## src/rtl/kcc_pkg.sv

```systemverilog
package kcc_pkg;

  // Modulus and codec constants
  localparam int unsigned KyberQ = 3329;
  localparam logic [15:0] CompMult = 16'd20159;
  localparam logic [15:0] MsgMid = 16'((KyberQ - 1) / 2);
  localparam logic [15:0] MsgQuarter = 16'((KyberQ - 1) / 4);
  localparam logic [11:0] MsgHalf = 12'((KyberQ + 1) / 2);
  localparam logic [9:0] CompRound = 10'd32;
  localparam logic [15:0] DecRound = 16'd8;

  localparam int unsigned NumCoeff = 8;

  typedef enum logic [1:0] {
    OpCompress   = 2'd0,
    OpDecompress = 2'd1,
    OpMsgEncode  = 2'd2,
    OpMsgDecode  = 2'd3
  } op_e;

  // One message bit: sign of (1664 - x, inverted if negative) - 832, all in 16 bits
  function automatic logic msg_bit(input logic [15:0] x);
    logic [15:0] a;
    logic [15:0] b;
    a = MsgMid - x;
    if (a[15]) begin
      a = ~a;
    end
    b = a - MsgQuarter;
    return b[15];
  endfunction

  // Nibble to coefficient: (n*q + 8) >> 4
  function automatic logic [11:0] decompress4(input logic [3:0] n);
    logic [15:0] p;
    p = 16'(n) * 16'(KyberQ) + DecRound;
    return p[15:4];
  endfunction

  // Product x*20159 to 4-bit code: ((p >>> 16) + 32) >>> 6, low 4 bits only
  function automatic logic [3:0] compress_nibble(input logic signed [31:0] p);
    logic [9:0] s;
    s = p[25:16] + CompRound;
    return s[9:6];
  endfunction

endpackage

```

## src/rtl/kyber_coeff_compress_codec_top.sv

```systemverilog
// Kyber coefficient codec: compress to 4 bits, decompress, message encode and
// message decode, one packed byte per item. busy_o is always low: an item is
// taken on every cycle that start_i is high, and its result shows on valid_o
// for one cycle only, once it has passed all three stages. The receiver
// cannot stall, so the pipeline (input register, multiply, pack) never holds.
module kyber_coeff_compress_codec_top (
  input  logic        clk_i,
  input  logic        rst_ni,
  input  logic        start_i,
  output logic        busy_o,
  input  logic [1:0]  op_i,
  input  logic [7:0]  byte_in_i,
  input  logic signed [15:0] coeff_in_0_i,
  input  logic signed [15:0] coeff_in_1_i,
  input  logic signed [15:0] coeff_in_2_i,
  input  logic signed [15:0] coeff_in_3_i,
  input  logic signed [15:0] coeff_in_4_i,
  input  logic signed [15:0] coeff_in_5_i,
  input  logic signed [15:0] coeff_in_6_i,
  input  logic signed [15:0] coeff_in_7_i,
  output logic        valid_o,
  output logic [7:0]  byte_out_o,
  output logic [11:0] coeff_out_0_o,
  output logic [11:0] coeff_out_1_o,
  output logic [11:0] coeff_out_2_o,
  output logic [11:0] coeff_out_3_o,
  output logic [11:0] coeff_out_4_o,
  output logic [11:0] coeff_out_5_o,
  output logic [11:0] coeff_out_6_o,
  output logic [11:0] coeff_out_7_o
);
  import kcc_pkg::*;

  logic accept;

  // Stage 1: input register
  logic               s1_valid_q;
  op_e                s1_op_q;
  logic [7:0]         s1_byte_q;
  logic signed [15:0] s1_coeff_q [NumCoeff];

  // Stage 2: products, message bits, decoded nibbles
  logic               s2_valid_q;
  op_e                s2_op_q;
  logic [7:0]         s2_byte_q;
  logic signed [31:0] s2_prod_q [2];
  logic signed [31:0] s2_prod_d [2];
  logic [7:0]         s2_msg_q;
  logic [7:0]         s2_msg_d;
  logic [11:0]        s2_dec_q [2];
  logic [11:0]        s2_dec_d [2];

  // Stage 3: output register
  logic               out_valid_q;
  logic [7:0]         out_byte_q;
  logic [7:0]         out_byte_d;
  logic [11:0]        out_coeff_q [NumCoeff];
  logic [11:0]        out_coeff_d [NumCoeff];

  assign busy_o = 1'b0;
  assign accept = start_i & ~busy_o;

  // Valid bits travel with the data
  always_ff @(posedge clk_i or negedge rst_ni) begin
    if (!rst_ni) begin
      s1_valid_q  <= 1'b0;
      s2_valid_q  <= 1'b0;
      out_valid_q <= 1'b0;
    end else begin
      s1_valid_q  <= accept;
      s2_valid_q  <= s1_valid_q;
      out_valid_q <= s2_valid_q;
    end
  end

  // Capture the item
  always_ff @(posedge clk_i) begin
    if (accept) begin
      s1_op_q       <= op_e'(op_i);
      s1_byte_q     <= byte_in_i;
      s1_coeff_q[0] <= coeff_in_0_i;
      s1_coeff_q[1] <= coeff_in_1_i;
      s1_coeff_q[2] <= coeff_in_2_i;
      s1_coeff_q[3] <= coeff_in_3_i;
      s1_coeff_q[4] <= coeff_in_4_i;
      s1_coeff_q[5] <= coeff_in_5_i;
      s1_coeff_q[6] <= coeff_in_6_i;
      s1_coeff_q[7] <= coeff_in_7_i;
    end
  end

  // Multiply for compress, message bits, nibble decompress
  always_comb begin
    for (int k = 0; k < 2; k++) begin
      s2_prod_d[k] = 32'(s1_coeff_q[k]) * $signed(32'(CompMult));
    end
    for (int j = 0; j < NumCoeff; j++) begin
      s2_msg_d[j] = msg_bit(s1_coeff_q[j]);
    end
    s2_dec_d[0] = decompress4(s1_byte_q[3:0]);
    s2_dec_d[1] = decompress4(s1_byte_q[7:4]);
  end

  always_ff @(posedge clk_i) begin
    if (s1_valid_q) begin
      s2_op_q   <= s1_op_q;
      s2_byte_q <= s1_byte_q;
      s2_prod_q <= s2_prod_d;
      s2_msg_q  <= s2_msg_d;
      s2_dec_q  <= s2_dec_d;
    end
  end

  // Round, pack and select per op
  always_comb begin
    out_byte_d = '0;
    for (int j = 0; j < NumCoeff; j++) begin
      out_coeff_d[j] = '0;
    end
    case (s2_op_q)
      OpCompress: begin
        out_byte_d = {compress_nibble(s2_prod_q[1]), compress_nibble(s2_prod_q[0])};
      end
      OpDecompress: begin
        out_coeff_d[0] = s2_dec_q[0];
        out_coeff_d[1] = s2_dec_q[1];
      end
      OpMsgEncode: begin
        out_byte_d = s2_msg_q;
      end
      OpMsgDecode: begin
        for (int j = 0; j < NumCoeff; j++) begin
          out_coeff_d[j] = s2_byte_q[j] ? MsgHalf : 12'd0;
        end
      end
      default: begin
        out_byte_d = '0;
      end
    endcase
  end

  always_ff @(posedge clk_i) begin
    if (s2_valid_q) begin
      out_byte_q  <= out_byte_d;
      out_coeff_q <= out_coeff_d;
    end
  end

  assign valid_o       = out_valid_q;
  assign byte_out_o    = out_byte_q;
  assign coeff_out_0_o = out_coeff_q[0];
  assign coeff_out_1_o = out_coeff_q[1];
  assign coeff_out_2_o = out_coeff_q[2];
  assign coeff_out_3_o = out_coeff_q[3];
  assign coeff_out_4_o = out_coeff_q[4];
  assign coeff_out_5_o = out_coeff_q[5];
  assign coeff_out_6_o = out_coeff_q[6];
  assign coeff_out_7_o = out_coeff_q[7];

endmodule

```

## config.mk

```make
export PLATFORM = sky130hd
export DESIGN_NAME = kyber_coeff_compress_codec_top
export DESIGN_NICKNAME = d
export VERILOG_FILES = /design/src/rtl/kcc_pkg.sv /design/src/rtl/kyber_coeff_compress_codec_top.sv
export SDC_FILE = /design/constraint.sdc
export NUM_CORES = 1
export LEC_CHECK = 0
export ABC_AREA = 1
export CAP_MARGIN = 20
export CORE_ASPECT_RATIO = 0.8
export CORE_MARGIN = 1.5
export CORE_UTILIZATION = 45
export CTS_CLUSTER_SIZE = 14
export DETAILED_ROUTE_END_ITERATION = 10
export DONT_BUFFER_PORTS = 1
export PLACE_DENSITY = 0.71
export SLEW_MARGIN = 25
export SYNTH_ARGS = -nofsm -noshare
export SYNTH_HDL_FRONTEND = slang
export SYNTH_SLANG_ARGS = --single-unit
export TNS_END_PERCENT = 5
```

## constraint.sdc

```tcl
create_clock -name clk_i -period 6.1 [get_ports clk_i]
set_input_delay 0.305 -clock clk_i [delete_from_list [all_inputs] [get_ports clk_i]]
set_output_delay 0.305 -clock clk_i [all_outputs]
set_load 0.05 [all_outputs]
```

After elaboration in Yosys (flattened, before gate mapping)
Memory sizes are Yosys's and may differ from the RTL's.
Cells that the tools add are included.
- output and inout bits: 106
- memories: 1
- bits in writable memories: 128
- input port bits: 141
- register bits after elaboration: 211
- word-level logic and storage cells: 78
- eq/ne operators: 3
- multiply operators: 4
- $add $sub $neg: 20
- reduce and logical (&&, ||, !) cells: 1
- multiplexer cells: 20
- bitwise gates (word level): 8
- memory list (memory ; words ; bits a word ; rd ports ; clocked after Yosys merged registers in ; write ports ; line ; text):
    s1_coeff_q ; 8 ; 16 ; 8 ; 0 ; 8 ; kyber_coeff_compress_codec_top.sv:40 ; logic signed [15:0] s1_coeff_q [NumCoeff];
- operator list (cell ; count):
    $mux 16 ; 8
    $not 16->16 ; 8
    $sub 11x16->16 const A ; 8
    $sub 16x10->16 const B ; 8
    $mux 11 ; 8
    $mul 16x16->26 const B ; 2
    $pmux 24 s2 ; 1
    $add 16x4->16 const B ; 2
    $mul 4x12->16 const B ; 2
    $add 10x6->10 const B ; 2
    $pmux 8 s2 ; 1
    $eq 2x2->1 const B ; 2
    $eq 2x1->1 const B ; 1
    $logic_not 2->1 ; 1
    $mux 1 ; 2

Depth between registers and ports, before layout
Gate-level depths: netlist (run 1).
An unclocked memory read counts as a cell.
- depth after elaboration: 5
- mapped depth: 24

Worst setup path before layout (run 1)
Ideal clock, no wire load.
- path type: register to register
- start point: memory s1_coeff_q[0][15]
- end point: register s2_prod_q[53] (netlist name), data pin
- data arrival time: 5.275 ns
- stages on the path, launching flop included: 20
- path slack: 0.572 ns
- data required time: 5.847 ns
- library setup time: 0.253 ns
- period minus slack after synthesis: 5.528 ns
- cell sequence: edfxtp_1 -> buf_2 -> inv_1 -> fa_1 -> inv_1 -> fa_1 -> fa_1 -> fa_1 -> fa_1 -> inv_1 -> fa_1 -> inv_1 -> ha_1 -> a21oi_1 -> a21boi_0 -> nor2_1 -> nor2_1 -> nand3_1 -> nand2_1 -> nand2_1
- RTL lines (element ; line ; text):
    start: declaration ; kyber_coeff_compress_codec_top.sv:40 ;
    end signal: assignment ; kyber_coeff_compress_codec_top.sv:108 ; s2_prod_q <= s2_prod_d;
    end: declaration ; kyber_coeff_compress_codec_top.sv:46 ; logic signed [31:0] s2_prod_q [2];

==> flow_metrics.env, run 1 <==
export IMPL_grt_pass1_wl_um=78100
export IMPL_wl_um=47200
export IMPL_cts_resized_gates=0
export IMPL_port_buffers=0
export IMPL_slowest_stage="edfxtp_1"
export IMPL_synth_common_cells="inv_1 (525), nand2_1 (334), ha_1 (282)"
export IMPL_insertion_delay_ns=0.55
export IMPL_ant_nets=0
export IMPL_crit_path_max_incr_delay_ns=0.67
export IMPL_fin_area_sq_mm=0.0241
export IMPL_synthArstFlopShare_pct=1.41
export IMPL_synth_edf_count=210
export IMPL_yosysMostFrequentCell="inv_1"
export IMPL_max_slew_margin_pct=32.0
export IMPL_critPathLaunchType="flop"
export IMPL_hp_class="input port to async pin"
export IMPL_synth_top_area_cell="edfxtp_1"
export IMPL_rsz0062_at_grt="no"
export IMPL_fp_dieW_um=246
export IMPL_grt_max_degree=140
export IMPL_finalNetCount=2980
export IMPL_hold_worst_slack_ns=0.0409
export IMPL_finalWeightedCongestion=0.959
export IMPL_synthDistinctLibCells=40
export IMPL_synth_ff_type="edfxtp_1"
export IMPL_fin_skew_ns=0.0294
export IMPL_drcViolationCount=0
export IMPL_die_area_sq_mm=0.0484
export IMPL_worstPathArrival_ns=5.95
export IMPL_syn_area_per_cell_sq_um=9.85
export IMPL_rows=70
export IMPL_antenna_found_initial=3
export IMPL_ys_seq_area_share_pct=30.1
export IMPL_grt_pass1_vias=15301
export IMPL_ys_seq_elements=213
export IMPL_cp_cell_sequence="inv_1 -> fa_1 -> inv_1 -> fa_1 -> fa_1 -> inv_1 -> fa_1 -> inv_1 -> fa_1 -> inv_1 -> fa_1 -> inv_1 -> ha_1 -> a21oi_1 -> o21ai_0 -> nand2_1 -> nand2_1 -> nand3_1 -> nand3_1 -> nand2_1 -> nand2_1"
export IMPL_clock_sinks=213
export IMPL_vias_per_cell=4.90
export IMPL_first_pass_iters=5
export IMPL_track_usage_pct=20.3
export IMPL_yosys_warnings=0
export IMPL_met1_usage_pct=27.3
export IMPL_place_area_sq_mm=0.0218
export IMPL_fin_ws_ns=0.426
export IMPL_cts_max_level=1
export IMPL_cts_tree="done"
export IMPL_initial_core_util_pct=46.0
export IMPL_endpoint_kind="flop"
export IMPL_hold_violations=0
export IMPL_busiest_layer="met2"
export IMPL_fp_dieH_um=197
export IMPL_synthCells=2152
export IMPL_setup_tns_ns=0
export IMPL_dp_slack_ns=0.468
export IMPL_outcome="complete, no violations"
export IMPL_slew_viol_final=0
export IMPL_io_pins=247
export IMPL_max_clock_path_buffers=3
export IMPL_yosysTopAreaCellShare_pct=29.7
export IMPL_clk_root_buffer_cell="clkbuf_16"
export IMPL_vias=14412
export IMPL_fill_cells=4064
export IMPL_met2_usage_pct=34.1
export IMPL_grt_overflow=0
export IMPL_period_share_pct=93.0
export IMPL_clkTransAtPathRegs_ns=0.06
export IMPL_cap_violations=0
export IMPL_synth_area_top_cells="edfxtp_1 (30%), fa_1 (23%), ha_1 (17%)"
export IMPL_worst_pin_slew_ns=1.02
export IMPL_fin_crit_ns=5.67
export IMPL_syn_to_final_growth_pct=13.4
export IMPL_drt_iter0_drc=865
export IMPL_criticalPathCategory="flop to flop"
export IMPL_cts_buffers_inserted=24
export IMPL_dp_hpwl_um=37700
export IMPL_final_setup_viol_count=0
export IMPL_routedWlPerCell_um=16.0
export IMPL_layout_drive_gt1_share_pct=3.35
export IMPL_grt_util_met3_pct=3.68
export IMPL_path_max_fanout=13
export IMPL_max_freq_mhz=176
export IMPL_core_sq_mm=0.0461
export IMPL_cp_required_ns=6.38
export IMPL_mappedNetlistArea_sq_mm=0.0212
[stage by stage]
step           util (%)  instances
5_1_grt            52.2       2940
6_report           52.2       2941
3_3_place_gp       47.3       2755
2_1_floorplan         -       2206
3_5_place_dp       47.3       2755
4_1_cts            52.2       2939
[flip-flops by register name, summed over array words and instances (netlist names), 2 cells and up]
register       cells
byte_out_o         8
coeff_out_0_o      9
coeff_out_1_o      9
s1_byte_q          8
s1_coeff_q       128
s1_op_q            2
s2_byte_q          7
s2_dec_q          13
s2_msg_q           8
s2_op_q            2
s2_prod_q         10
[area by class of cell]
class | instances | area [sq um] | share of cell area (%)
multi-input combinational | 1384 | 12500 | 51.8
sequential | 213 | 6380 | 26.5
inverter | 530 | 1990 | 8.28
timing repair buffer | 156 | 1620 | 6.74
tap | 612 | 766 | 3.18
clock buffer | 31 | 668 | 2.78
clock inverter | 13 | 164 | 0.682
antenna | 2 | 5.00 | 0.0208
[worst paths after layout]
| kind | startpoint | end | slack [ns] | depth (start not counted) |
|---|---|---|---|---|
| max in group asynchronous | rst_ni | s1_valid_q$_DFF_PN0_ | 5.88 | 1 |
| min reg2reg | s1_op_q[0]$_DFFE_PP_ | s2_op_q[0]$_DFFE_PP_ | 0.43 | 0 |
| min in group clk_i | start_i | s1_coeff_q[1][13]$_DFFE_PP_ | 0.26 | 1 |
| max | s1_coeff_q[0][7]$_DFFE_PP_ | s2_prod_q[56]$_DFFE_PP_ | 0.43 | 21 |
| min | rst_ni | valid_o$_DFF_PN0_ | 0.04 | 1 |
| max reg2reg | s1_coeff_q[0][7]$_DFFE_PP_ | s2_prod_q[56]$_DFFE_PP_ | 0.43 | 21 |
[cells in the final DEF (no fill, tap or decap), types with 4 or more instances in the layout]
master and count:
xor2_1 27, a21oi_1 51, a21o_1 8, nor2_1 141
a21boi_0 4, inv_1 525, o21bai_1 12, dlygate4sd3_1 139
o21ai_0 37, edfxtp_1 210, fa_1 248, nand4_1 29
clkbuf_1 4, nand3_1 94, clkbuf_16 25, nand2_2 9
buf_12 5, xnor2_1 16, ha_1 282, nor3_1 12
conb_1 55, buf_4 10, nor4_1 6, nand2_1 334
[worst max-delay path: cells and delay by family (launching register included)]
kind	cells	cell delay [ns]
buf+inv	6	0.60
compound gates	2	0.36
flops	1	0.67
fa+ha+maj	7	3.36
simple gates	6	0.41
[cells by family (layout without fill, tap and decap cells)]
group / Yosys count / after routing / share of synthesized area [%]
adder cells (fa/ha/maj): 530 / 530 / 40.1
other: 1 / 57 / 0.0177
flip-flops: 213 / 213 / 30.1
AND/OR/NAND/NOR: 634 / 634 / 12.6
AO/OA/AOI/OAI: 121 / 121 / 3.27
XOR/XNOR: 44 / 44 / 1.85
buffers and inverters: 609 / 730 / 12.1
[timing repair]
item                      4_1_cts  5_1_grt
buffers inserted                0        0
hold buffers                  140        0
hold endpoints to repair      280        0
[routing by layer]
metal  up-vias  wire length, um
met4         0             1110
met1      7032            21000
met5         -                0
met3        68             2640
met2       404            22400
li1       6908                -
Power of run 1 is left out: the tool's default activity adds up to more than one toggle a clock period on the data nets, which glitch-free logic cannot reach.
==> run 2, diff against run 1 <==
PLACE_DENSITY = not set   (was 0.71)
==> flow_metrics.env, run 2 (synthesis results as in run 1) <==
export IMPL_largest_registers="s1_coeff_q: 128 flops, s2_dec_q: 13 flops, s2_prod_q: 10 flops"
export IMPL_cts_buffers_inserted=24
export IMPL_setup_tns_ns=0
export IMPL_core_sq_mm=0.0461
export IMPL_vias=14097
export IMPL_worstPathArrival_ns=5.98
export IMPL_highest_layer="met5"
export IMPL_wl_met3_um=2310
export IMPL_fp_dieW_um=246
export IMPL_rsz0062_at_grt="no"
export IMPL_criticalPathCategory="flop to flop"
export IMPL_fin_crit_ns=5.68
export IMPL_io_pins=247
export IMPL_cp_required_ns=6.40
export IMPL_reg2reg_depth=20
export IMPL_port_buffers=0
export IMPL_syn_to_final_growth_pct=12.9
export IMPL_finalNetCount=2980
export IMPL_hold_violations=0
export IMPL_period_share_pct=93.1
export IMPL_worst_pin_slew_ns=0.912
export IMPL_regArea_sq_mm=0.00638
export IMPL_largest_register="s1_coeff_q"
export IMPL_fp_dieH_um=197
export IMPL_drt_iter0_drc=576
export IMPL_fill_cells=4136
export IMPL_rows=70
export IMPL_mostFrequentLayoutCell="inv_1"
export IMPL_fin_skew_ns=0.0248
export IMPL_path_max_fanout=13
export IMPL_hold_worst_slack_ns=0.0252
export IMPL_multi_input_area_sq_mm=0.0125
export IMPL_final_setup_viol_count=0
export IMPL_cts_max_level=1
export IMPL_outcome="complete, no violations"
export IMPL_diodes=0
export IMPL_met2_length_um=22400
export IMPL_drcViolationCount=0
export IMPL_critPathLaunchType="flop"
export IMPL_layout_drive_gt1_share_pct=3.27
export IMPL_grt_pass1_vias=15129
export IMPL_ant_nets=0
export IMPL_finalWeightedCongestion=0.922
export IMPL_insertion_delay_ns=0.55
export IMPL_slew_viol_final=0
export IMPL_vias_per_cell=4.80
export IMPL_endpoint_kind="flop"
export IMPL_wl_um=46800
export IMPL_grt_overflow=0
export IMPL_track_usage_pct=20.3
export IMPL_max_slew_margin_pct=39.2
export IMPL_first_pass_iters=5
export IMPL_initial_core_util_pct=46.0
export IMPL_postCtsSetupRepairBufs=0
export IMPL_grt_pass1_wl_um=77300
export IMPL_dp_hpwl_um=37800
export IMPL_die_area_sq_mm=0.0484
export IMPL_max_freq_mhz=176
export IMPL_cts_tree="done"
export IMPL_met1Wirelength_um=21100
export IMPL_largest_reg_flops=128
export IMPL_clkTransAtPathRegs_ns=0.06
export IMPL_final_cell_mix="inv_1 (525), nand2_1 (334), ha_1 (282), fa_1 (248), edfxtp_1 (210)"
export IMPL_grt_max_degree=140
export IMPL_clk_root_buffer_cell="clkbuf_16"
export IMPL_hp_class="input port to async pin"
export IMPL_cap_violations=0
export IMPL_clock_sinks=213
export IMPL_routedWlPerCell_um=15.9
export IMPL_max_clock_path_buffers=3
export IMPL_antenna_found_initial=2
-- run 2: cell types whose count changed in the layout (fill, tap and decap cells not counted) --
cell        change
buf_12          +1
buf_16          -1
bufinv_16       -3
clkbuf_1        -3
clkbuf_16       -1
clkbuf_8        -2
clkinv_1        +5
clkinv_4        +1
clkinv_8        +1
clkinvlp_4      +2
diode_2         -2
-- run 2: worst paths after layout --
check / end / start / slack (ns)
worst max register to register: s2_prod_q[55]$_DFFE_PP_ / s1_coeff_q[0][7]$_DFFE_PP_ / 0.42
max in group asynchronous: s1_valid_q$_DFF_PN0_ / rst_ni / 5.91
worst min register to register: s2_op_q[1]$_DFFE_PP_ / s1_op_q[1]$_DFFE_PP_ / 0.42
worst max-delay path: s2_prod_q[55]$_DFFE_PP_ / s1_coeff_q[0][7]$_DFFE_PP_ / 0.42
min in group clk_i: s1_valid_q$_DFF_PN0_ / start_i / 0.26
worst min-delay path: s2_valid_q$_DFF_PN0_ / rst_ni / 0.03
-- run 2: routing by layer --
metal | vias to the layer above | GRT usage (%)
met1 | 6804 | 27.5
met2 | 323 | 34.1
li1 | 6908 | -
met3 | 60 | 3.71
met4 | 2 | 4.14
met5 | - | 0
-- run 2: metrics by stage --
stage          instances  setup slack (ns)  instance area (sq um)  utilization, %
2_1_floorplan       2206             0.572                  21400               -
3_3_place_gp        2755             0.478                  21800            47.3
3_5_place_dp        2755             0.429                  21800            47.3
4_1_cts             2939             0.401                  23900            52.0
5_1_grt             2939            0.0391                  23900            52.0
6_report            2939             0.418                  23900            52.0
-- run 2: what timing repair did --
item / 4_1_cts / 5_1_grt
resized for setup: 0 / 0
hold endpoints to repair: 280 / 0
hold buffers: 140 / 0
-- run 2: final cells by class --
cell class	instances	area share, %
Inverter	530	8.31
Clock inverter	19	0.554
Tap cell	612	3.20
Multi-Input combinational cell	1384	52.0
Sequential cell	213	26.7
Clock buffer	25	2.52
Timing Repair Buffer	156	6.74
-- run 2: worst max-delay path, cell delays in order (launching register included) --
cell      delay (ns)
edfxtp_1        0.66
inv_1           0.37
fa_1            0.62
inv_1           0.05
fa_1            0.41
fa_1            0.51
inv_1           0.05
fa_1            0.47
inv_1           0.05
fa_1            0.52
inv_1           0.05
fa_1            0.53
inv_1           0.04
ha_1            0.31
nand2_1         0.10
nor2_1          0.13
nand4_1         0.09
nor2_1          0.08
o21ai_0         0.18
nand4_1         0.13
nand2_1         0.06
Power of run 2 is left out for the same reason.
==> run 3, diff against run 2 <==
clock period = 6 ns   (was 6.1 ns; I/O delays follow)
==> flow_metrics.env, run 3 (synthesis results as in run 1) <==
export IMPL_largest_registers="s1_coeff_q: 128 flops, s2_dec_q: 13 flops, s2_prod_q: 10 flops"
export IMPL_wl_um=46900
export IMPL_cts_resized_gates=0
export IMPL_cts_tree="done"
export IMPL_die_area_sq_mm=0.0484
export IMPL_grt_overflow=0
export IMPL_hp_class="input port to flop"
export IMPL_hold_violations=0
export IMPL_endpoint_kind="flop"
export IMPL_track_usage_pct=20.3
export IMPL_max_freq_mhz=177
export IMPL_fp_dieW_um=246
export IMPL_routedWlPerCell_um=15.9
export IMPL_setup_tns_ns=0
export IMPL_layout_drive_gt1_share_pct=3.47
export IMPL_mostFrequentLayoutCell="inv_1"
export IMPL_cts_max_level=1
export IMPL_diodes=0
export IMPL_port_buffers=0
export IMPL_largest_reg_flops=128
export IMPL_core_sq_mm=0.0461
export IMPL_criticalPathCategory="flop to flop"
export IMPL_cts_buffers_inserted=24
export IMPL_worst_pin_slew_ns=0.930
export IMPL_largest_register="s1_coeff_q"
export IMPL_initial_core_util_pct=46.0
export IMPL_fin_skew_ns=0.0211
export IMPL_rows=70
export IMPL_final_util_pct=52.2
export IMPL_dp_hpwl_um=37600
export IMPL_grt_pass1_wl_um=77400
export IMPL_grt_pass1_vias=15186
export IMPL_clkTransAtPathRegs_ns=0.06
export IMPL_outcome="complete, no violations"
export IMPL_max_slew_margin_pct=38.0
export IMPL_final_setup_viol_count=0
export IMPL_fin_crit_ns=5.64
export IMPL_final_cell_mix="inv_1 (525), nand2_1 (334), ha_1 (282), fa_1 (248), edfxtp_1 (210)"
export IMPL_finalWeightedCongestion=0.912
export IMPL_finalNetCount=2986
export IMPL_worstPathArrival_ns=5.91
export IMPL_vias_per_cell=4.82
export IMPL_critPathLaunchType="flop"
export IMPL_cap_violations=0
export IMPL_fp_dieH_um=197
export IMPL_syn_to_final_growth_pct=13.3
export IMPL_period_share_pct=94.0
export IMPL_first_pass_iters=5
export IMPL_ant_nets=0
export IMPL_cp_required_ns=6.28
export IMPL_max_clock_path_buffers=3
export IMPL_io_pins=247
export IMPL_grt_max_degree=140
export IMPL_rsz0062_at_grt="no"
export IMPL_path_max_fanout=9
export IMPL_insertion_delay_ns=0.54
export IMPL_clock_sinks=213
export IMPL_antenna_found_initial=3
export IMPL_vias=14191
export IMPL_clk_root_buffer_cell="clkbuf_16"
export IMPL_slew_viol_final=0
export IMPL_drt_iter0_drc=574
export IMPL_drcViolationCount=0
==> run 3: worst max-delay path: stages (launching register included) <==
cell and delay [ns]:
edfxtp_1 0.56, inv_1 0.31, fa_1 0.61, inv_1 0.05, fa_1 0.47, fa_1 0.55, fa_1 0.44, fa_1 0.54
inv_1 0.05, fa_1 0.52, inv_1 0.04, ha_1 0.34, nand2_1 0.08, nand2_1 0.06, a21boi_0 0.34, nor2_1 0.08
nor2_1 0.13, nand3_1 0.09, nand2_1 0.06, nand2_1 0.05
==> run 3: layout make-up <==
cell class                 count  area [sq um]
timing repair buffer         162          1660
fill                        4139         22000
multi-input combinational   1384         12500
inverter                     530          1990
tap                          612           766
clock buffer                  29           641
clock inverter                13           139
sequential                   213          6380
==> run 3: through the flow <==
step                setup WS (ns)  instance area, sq um  instances  hold WS, ns
CTS                         0.387                 24000       2943        0.245
detailed placement          0.428                 21800       2760      0.00449
floorplan                   0.472                 21400       2206      0.00441
global placement            0.478                 21800       2760      0.00451
finish                      0.363                 24000       2943        0.179
global route               0.0506                 24000       2943        0.255
==> run 3: worst paths after layout <==
kind / from / endpoint / slack, ns / cells after the start
min in group asynchronous: rst_ni / s2_valid_q$_DFF_PN0_ / 0.56 / 2
worst max register to register: s1_coeff_q[0][11]$_DFFE_PP_ / s2_prod_q[53]$_DFFE_PP_ / 0.36 / 19
max in group asynchronous: rst_ni / s1_valid_q$_DFF_PN0_ / 5.28 / 2
worst min-delay path: start_i / s1_valid_q$_DFF_PN0_ / 0.18 / 1
worst min register to register: s1_op_q[0]$_DFFE_PP_ / s2_op_q[0]$_DFFE_PP_ / 0.42 / 0
worst max-delay path: s1_coeff_q[0][11]$_DFFE_PP_ / s2_prod_q[53]$_DFFE_PP_ / 0.36 / 19
==> run 3: routing by layer <==
metal / vias up / track usage, % / part of all wire [%]
met5: - / 0 / 0.026
met4: 2 / 3.98 / 2.0
met3: 60 / 3.42 / 4.7
met2: 297 / 34.6 / 48
met1: 6908 / 27.4 / 45
li1: 6924 / - / -
==> run 3: what timing repair did <==
action                                 4_1_cts  5_1_grt
endpoints found under the hold margin      280        0
buffers inserted                             0        0
hold buffers                               141        0
Power of run 3 is left out for the same reason.
